[src/rtl/nnis_pkg.sv]
// ----------------------------------------------------------------------------
// nnis_pkg: shared types and constants of the nearest-neighbor scaler
// Field widths, operation and register codes, and the divider request and
// response bundles.
// ----------------------------------------------------------------------------
package nnis_pkg;

  localparam int CH_W       = 8;                 // one color channel
  localparam int PIX_W      = 3 * CH_W;          // packed RGB entry
  localparam int DIM_W      = 9;                 // source width / height
  localparam int SCALE_W    = 12;                // Q4.8 scale
  localparam int FRAC_W     = 8;                 // fraction bits of the scale
  localparam int PROD_W     = DIM_W + SCALE_W;   // shared multiplier result
  localparam int SIZE_W     = PROD_W - FRAC_W;   // scaled output size
  localparam int POS_W      = 12;                // stored output row / column
  localparam int WPOS_W     = POS_W + 1;         // working row may reach 4096
  localparam int QUO_W      = DIM_W;             // divider quotient bits
  localparam int CNT_W      = $clog2(QUO_W);
  localparam int CFG_ADDR_W = 2;
  localparam int CFG_DATA_W = SCALE_W;
  localparam int ROUND_HALF = 1 << (FRAC_W - 1);

  typedef enum logic [1:0] {
    OP_LOAD    = 2'd0,
    OP_READ    = 2'd1,
    OP_RESTART = 2'd2
  } op_e;

  typedef enum logic [CFG_ADDR_W-1:0] {
    CFG_SRC_WIDTH  = 2'd0,
    CFG_SRC_HEIGHT = 2'd1,
    CFG_SCALE      = 2'd2
  } cfg_addr_e;

  typedef struct packed {
    logic              start;
    logic [WPOS_W-1:0] pos;
    logic [DIM_W-1:0]  limit;
  } div_req_t;

  typedef struct packed {
    logic             done;
    logic [DIM_W-1:0] idx;
  } div_rsp_t;

endpackage

[src/rtl/nnis_div.sv]
// ----------------------------------------------------------------------------
// nnis_div: iterative source-index divider
// Computes min(floor(pos*256/scale), limit-1), one quotient bit per cycle.
// ----------------------------------------------------------------------------
module nnis_div import nnis_pkg::*; (
  input  logic               clk_i,
  input  logic               rst_ni,
  input  logic [SCALE_W-1:0] scale_i,
  input  div_req_t           req_i,
  output div_rsp_t           rsp_o
);

  logic               run_q;
  logic               done_q;
  logic [CNT_W-1:0]   cnt_q;
  logic [SCALE_W-1:0] rem_q;
  logic [QUO_W-1:0]   quo_q;
  logic               sat_q;
  logic               lsb_q;
  logic [DIM_W-1:0]   limit_q;

  logic [SCALE_W:0]   trial;
  logic [SCALE_W:0]   diff;
  logic               ge;
  logic               sat_d;

  // Dividend is pos followed by eight zero bits; its top bits seed the remainder.
  assign trial = {rem_q, (cnt_q == CNT_W'(QUO_W - 1)) ? lsb_q : 1'b0};
  assign ge    = (trial >= {1'b0, scale_i});
  assign diff  = trial - {1'b0, scale_i};

  // Quotient of 512 or more always clamps.
  assign sat_d = ({1'b0, req_i.pos} >= {1'b0, scale_i, 1'b0});

  always_ff @(posedge clk_i or negedge rst_ni) begin
    if (!rst_ni) begin
      run_q  <= 1'b0;
      done_q <= 1'b0;
      cnt_q  <= '0;
    end else begin
      done_q <= !req_i.start && run_q && (cnt_q == '0);
      if (req_i.start) begin
        run_q <= 1'b1;
        cnt_q <= CNT_W'(QUO_W - 1);
      end else if (run_q) begin
        if (cnt_q == '0) begin
          run_q <= 1'b0;
        end else begin
          cnt_q <= cnt_q - 1'b1;
        end
      end
    end
  end

  always_ff @(posedge clk_i) begin
    if (req_i.start) begin
      rem_q   <= req_i.pos[WPOS_W-1:1];
      lsb_q   <= req_i.pos[0];
      sat_q   <= sat_d;
      limit_q <= req_i.limit;
      quo_q   <= '0;
    end else if (run_q) begin
      quo_q <= {quo_q[QUO_W-2:0], ge};
      rem_q <= ge ? diff[SCALE_W-1:0] : trial[SCALE_W-1:0];
    end
  end

  assign rsp_o.done = done_q;
  assign rsp_o.idx  = (sat_q || (quo_q >= limit_q)) ? (limit_q - 1'b1) : quo_q;

endmodule
[config.mk]
export PLATFORM = sky130hd
export DESIGN_NAME = nnis_div
export DESIGN_NICKNAME = d
export VERILOG_FILES = /design/src/rtl/nnis_pkg.sv /design/src/rtl/nnis_div.sv
export SDC_FILE = /design/constraint.sdc
export NUM_CORES = 1
export LEC_CHECK = 0
export ABC_AREA = 1
export BUFFER_PORTS_ARGS = -buffer_cell sky130_fd_sc_hd__buf_2
export CAP_MARGIN = 20
export CORE_MARGIN = 3
export CORE_UTILIZATION = 35
export DETAILED_ROUTE_END_ITERATION = 8
export GPL_ROUTABILITY_DRIVEN = 1
export SYNTH_ARGS = -nofsm -noshare
export SYNTH_HDL_FRONTEND = slang
export SYNTH_SLANG_ARGS = --single-unit
[constraint.sdc]
create_clock -name clk_i -period 2.8 [get_ports clk_i]
set_clock_uncertainty 0.2 [all_clocks]
set_input_delay 0.14 -clock clk_i [delete_from_list [all_inputs] [get_ports clk_i]]
set_output_delay 0.14 -clock clk_i [all_outputs]
set_load 0.05 [all_outputs]
==> flow_summary.ini, run 1 <==
[detailed_routing]
drtIter0Drc = 112
ant_nets = 0
routed_wl_um = 8150
drc = 0
firstDrtPassIters = 4
wl_per_cell_um = 13.4
num_vias = 2976
via_per_inst = 4.89

[global_routing]
grtUsageTotal_pct = 16.4
overflow = 0
grt_max_degree = 21
antenna_found_initial = 0
grt_first_pass_wirelength_um = 13500
grt_pass1_vias = 2943

[hold_path]
hold_path_class = input port to register

[worst_setup_path]
start_kind = register
worstPathMaxFanout = 8
path_class = register to output port
r2r_slack_ns = 0.21
arrival_ns = 2.29
crit_required_ns = 2.46
end_kind = output port

[timing]
fin_crit_sh_pct = 94.0
final.setup.tns_ns = 0
rsz0062_at_grt = yes
max_slew_margin_pct = 68.4
period_minus_slack_ns = 2.63
max_freq_mhz = 380
maxSlewViolCount = 0
tightest_slew_ns = 0.472
setup_viol = 0
holdWs_ns = 0.0863
hold_viol = 0

[power]
peakVddDrop_mv = 0.331
combinationalPowerShare_pct = 54.8
p_leak_nw = 2.00
p_seq_share_pct = 27.5
pwr-share-clk_pct = 17.7
p_per_area_nw_per_um2 = 820
internal-power_mw = 1.80
switchingPower_mw = 1.44
power_mw = 3.24
swShare_pct = 44.4

[finish]
drive_gt1_share_pct = 19.4
layout.nets = 572
antenna_cells = 0
stdcell_area_um2 = 3950
finalNonFillerCells = 608
areaGrowthSynthToFinish_pct = 24.7

[flow_run]
maxCapViolCount = 0

[outcome]
outcome = completed

[cts]
clkSinkCount = 38
clock-root-buffer = clkbuf_8
cts_buffers = 5
clockBufferDepth = 2
h-tree-depth = 2
clock_latency_ns = 0.29
clkTransAtPathRegs_ns = 0.08
cts_tree = yes

[floorplanning]
initial_core_util_pct = 36.1
io_pins = 47
num_rows = 34
die_x_um = 101
coreArea_um2 = 8760
die_h_um = 101
die_area_um2 = 10200

[yosys]
synth_edf_count = 23
syn_inst = 422
synthArstFlopShare_pct = 15.8
synthFlopType = edfxtp_1
ys_ff_latch = 38
post_synth_num_cell_types = 38
yosysSeqAreaShare_pct = 32.2
syn_area_um2 = 3170
avgSynthCellArea_um2 = 7.50
ys_warn_count = 0
syn-num-nets = 495

[place]
place_hpwl_um = 6380
placed_cell_area_um2 = 3520
place_inst = 575
gp_congestion = 0.876
io_buffers = 46
-- power groups by stage --
| stage | clock network [mW] | registers [mW] | logic [mW] |
|---|---|---|---|
| detailed placement | 0 | 0.899 | 1.72 |
| global route | 0.603 | 0.916 | 2.01 |
| global placement | 0 | 0.897 | 1.70 |
| floorplan | 0 | 0.865 | 1.41 |
| CTS | 0.590 | 0.888 | 1.75 |
| finish | 0.573 | 0.891 | 1.77 |
-- registers in the layout, summed over array words and instances, names as in the netlist --
| register | cells |
|---|---|
| rem_q | 12 |
| sat_q | 1 |
| quo_q | 9 |
| cnt_q | 4 |
| limit_q | 9 |
| lsb_q | 1 |
| done_q | 1 |
| run_q | 1 |
-- routing by layer --
layer  share of wire, %  wire length, um  vias up  track usage, %
met5                  0                0        -               0
met4                1.4              114        0            4.40
met3                2.4              192        9            2.15
met2                 48             3900       41            28.5
met1                 48             3940     1382            21.5
li1                   -                -     1544               -
-- layout make-up --
class,count,area [um^2]
tap,108,135
timing repair buffer,74,500
sequential,38,1020
clock inverter,3,68.8
fill,883,4820
inverter,73,274
multi-input combinational,307,1880
clock buffer,5,68.8
-- final timing paths --
path / startpoint / depth (start not counted) / to
worst max-delay path: limit_q[2] / 9 / rsp_o[7]
worst min-delay path: req_i[22] / 1 / limit_q[4]
worst max register to register: cnt_q[1] / 14 / rem_q[6]
worst min register to register: cnt_q[1] / 2 / cnt_q[1]
max in group asynchronous: rst_ni / 3 / cnt_q[2]
min in group asynchronous: rst_ni / 3 / done_q
-- cells in the mapped netlist, types with 7 or more instances --
master | number | area, um^2
inv_1 | 60 | 225
nand2_1 | 121 | 454
ha_1 | 35 | 438
nand2_2 | 7 | 43.8
o22ai_1 | 7 | 43.8
inv_2 | 11 | 41.3
o21ai_0 | 8 | 40.0
nand3_1 | 30 | 150
xor2_1 | 7 | 61.3
nor2_1 | 24 | 90.1
dfxtp_1 | 9 | 180
edfxtp_1 | 23 | 691
a21oi_1 | 14 | 70.1
nand4_1 | 17 | 106
-- kinds of logic (layout without fill, tap and decap cells) --
group / after synthesis / count (layout) / synth area share [%]
fa+ha+maj: 36 / 36 / 14.5
buf+inv: 78 / 155 / 9.92
xor+xnor: 13 / 13 / 3.60
flops: 38 / 38 / 32.2
simple gates: 219 / 220 / 33.0
compound gates: 38 / 38 / 6.80
-- stage by stage --
step	worst slack [ns]	utilization [%]
after floorplan	0.357	-
after global placement	0.202	40.2
after detailed placement	0.151	40.2
after CTS	0.0249	44.5
after global routing	-0.0158	45.0
final	0.169	45.0
-- worst max-delay path: stages, from the launching register on --
cell	delay (ns)
edfxtp_1	0.40
inv_1	0.08
ha_1	0.32
nand4_1	0.10
nor3b_2	0.43
nor2_2	0.10
nand2_2	0.17
nand2_1	0.08
nand2_1	0.07
buf_2	0.25
-- timing repair --
item	4_1_cts	5_1_grt
hold buffers	24	0
setup endpoints to repair	0	11
setup buffers	0	0
hold endpoints to repair	28	0
gates resized for setup	0	8
-- cells in the final DEF, fill, tap and decap left out, types with 14 or more instances in the layout --
cell	instances
nand2_1	120
inv_1	60
buf_2	46
ha_1	35
nand3_1	29
dlygate4sd3_1	24
nor2_1	23
edfxtp_1	23
nand4_1	17
a21oi_1	14
(Power assumes the default switching activity.)
==> run 2, diff against run 1 <==
Clock period 2.8 ns to 3 ns, I/O delays scaled along.
==> run 2 against run 1 <==
  * The flow now finishes with violations (negative hold slack)
  * Setup slack gained 0.090 ns
  * Count of clock-buffer cells in the layout is the same
  * Clock power fell by 21%
  * Cell area down 2.4%
  * Sequential share of layout area increased by 0.63 points
  * Final cell count down 0.66%
  * Critical path depth up 1
  * Utilization is 1.1 points lower
  * Sequential power is 7.1% lower
  * Total power fell by 11%
  * First-iteration DRC count is 32% higher
  * Highest routed layer unchanged
==> flow_summary.ini, run 2 (synthesis gave the netlist of run 1 again) <==
[power]
peakVddDrop_mv = 0.331
p_leak_nw = 1.95
p_per_area_nw_per_um2 = 750

[finish]
reg_top3 = rem_q: 12 flops, limit_q: 9 flops, quo_q: 9 flops
drive_gt1_share_pct = 17.5
layout_commonest_cell = nand2_1
max_flop_register = rem_q
antenna_cells = 0
layout.nets = 568
layout_common_cells = 121 x nand2_1, 60 x inv_1, 46 x buf_2, 35 x ha_1, 30 x nand3_1
largest_reg_flops = 12
areaGrowthSynthToFinish_pct = 21.7

[timing]
setup_viol = 0
setup_slack_ns = 0.259
hold_viol = 1
rsz0062_at_grt = no
tightest_slew_ns = 0.663
max_freq_mhz = 365
final.setup.tns_ns = 0
max_slew_margin_pct = 55.5
holdWs_ns = -0.00694
fin_crit_sh_pct = 91.4
period_minus_slack_ns = 2.74
maxSlewViolCount = 0

[worst_setup_path]
rr_endpoint = rem_q[6]
end_kind = output port
r2r_cells = 14
r2r_slack_ns = 0.30
arrival_ns = 2.39
crit_required_ns = 2.65
path_class = register to output port
crit_buf_inv = 2
crit_slowest_cell = edfxtp_1
worstPathCellList = inv_1, ha_1, a21oi_1, o21ai_0, nand2_1, nand3_1, nor3_2, nand2_1, nand2_1, buf_2
r2r-start = cnt_q[0]
path_delay_family = simple AND/OR/NAND/NOR gates
cpPeakStageDelay_ns = 0.43
worst_path_most_repeated_cell = nand2_1
start_kind = register
worstPathMaxFanout = 9

[global_routing]
overflow = 0
grt_first_pass_wirelength_um = 13000
antenna_found_initial = 0
grtUsageTotal_pct = 16.0
grt_pass1_vias = 2817
grt_max_degree = 28

[cts]
clockBufferDepth = 2
cts_setup_buffers = 0
cts_buffers = 5
clock-root-buffer = clkbuf_8
cts_tree = yes
clock_latency_ns = 0.30
cts-resized-gates = 0
clkSinkCount = 38
h-tree-depth = 2
clkTransAtPathRegs_ns = 0.08

[floorplanning]
coreArea_um2 = 8760
num_rows = 34
io_pins = 47
die_x_um = 101
initial_core_util_pct = 36.1
die_h_um = 101
die_area_um2 = 10200

[detailed_routing]
num_vias = 2971
ant_nets = 0
wl_per_cell_um = 13.1
drtIter0Drc = 148
drc = 0
via_per_inst = 4.92
firstDrtPassIters = 5
routed_wl_um = 7920

[outcome]
failed_checks = negative hold slack
outcome = complete, but fails checks

[place]
dp_slack_ns = 0.313
place_hpwl_um = 6150
gp_congestion = 0.852
io_buffers = 46

[hold_path]
whs_path_depth = 3
hold_path_class = input port to register
min_to = rem_q[4]
min_from = req_i[14]

[flow_run]
maxCapViolCount = 0
==> run 2: cell count changes in the layout (fill, tap and decap cells not counted), sizes merged <==
cell	change
clkinvlp	+2
buf	-3
clkinv	-1
bufinv	-1
nor3	-1
==> run 2: what timing repair did <==
item / CTS / global route
setup endpoints to repair: 0 / 0
hold buffers: 24 / 0
endpoints found under the hold margin: 27 / 0
==> run 2: area by class of cell <==
type	instances	area [um^2]
clock buffer	5	68.8
clock inverter	3	45.0
fill	886	4910
inverter	73	274
multi-input combinational	306	1830
sequential	38	1020
tap	108	135
timing repair buffer	71	478
==> run 2: worst register-to-register path, stage by stage (launching register included) <==
cell	delay, ns
dfrtp_1	0.34
inv_1	0.07
ha_1	0.24
nand4_1	0.15
ha_1	0.17
clkinv_1	0.13
fa_1	0.45
nand3_1	0.09
nand3_1	0.13
nand2_1	0.09
nand2_1	0.06
xnor2_1	0.18
nand2_2	0.06
nand3_1	0.07
nand2_1	0.05
==> run 2: metal layers <==
metal	global-route usage [%]	part of all wire (%)
met5	0	0
met4	5.21	1.2
met3	2.35	4.3
met2	26.8	47
met1	21.1	47
==> run 2: how the worst max path moves through the flow <==
stage | startpoint | endpoint | cells past startpoint
2_1_floorplan | cnt_q[0] | rem_q[6] | 14
3_3_place_gp | cnt_q[0] | rem_q[6] | 14
3_5_place_dp | cnt_q[0] | rem_q[6] | 14
4_1_cts | limit_q[4] | rsp_o[0] | 10
5_1_grt | limit_q[4] | rsp_o[3] | 10
6_report | limit_q[2] | rsp_o[5] | 10
==> run 2: stage by stage <==
stage	total power, mW	instance area, um^2	std cells	hold WS [ns]	utilization [%]
final	2.89	3850	604	-0.00694	44.0
after global routing	3.16	3850	604	0.00377	44.0
after CTS	2.91	3850	604	0.000382	44.0
after detailed placement	2.42	3500	572	-0.215	39.9
after global placement	2.41	3500	572	-0.218	39.9
after floorplan	2.12	3170	422	-0.346	-
==> run 2: power breakdown <==
part           internal (mW)  switching [mW]  leakage, nW
Sequential             0.730          0.0979        0.381
Clock                  0.248           0.203       0.0504
Combinational          0.596            1.02         1.51
Total                   1.57            1.32         1.95
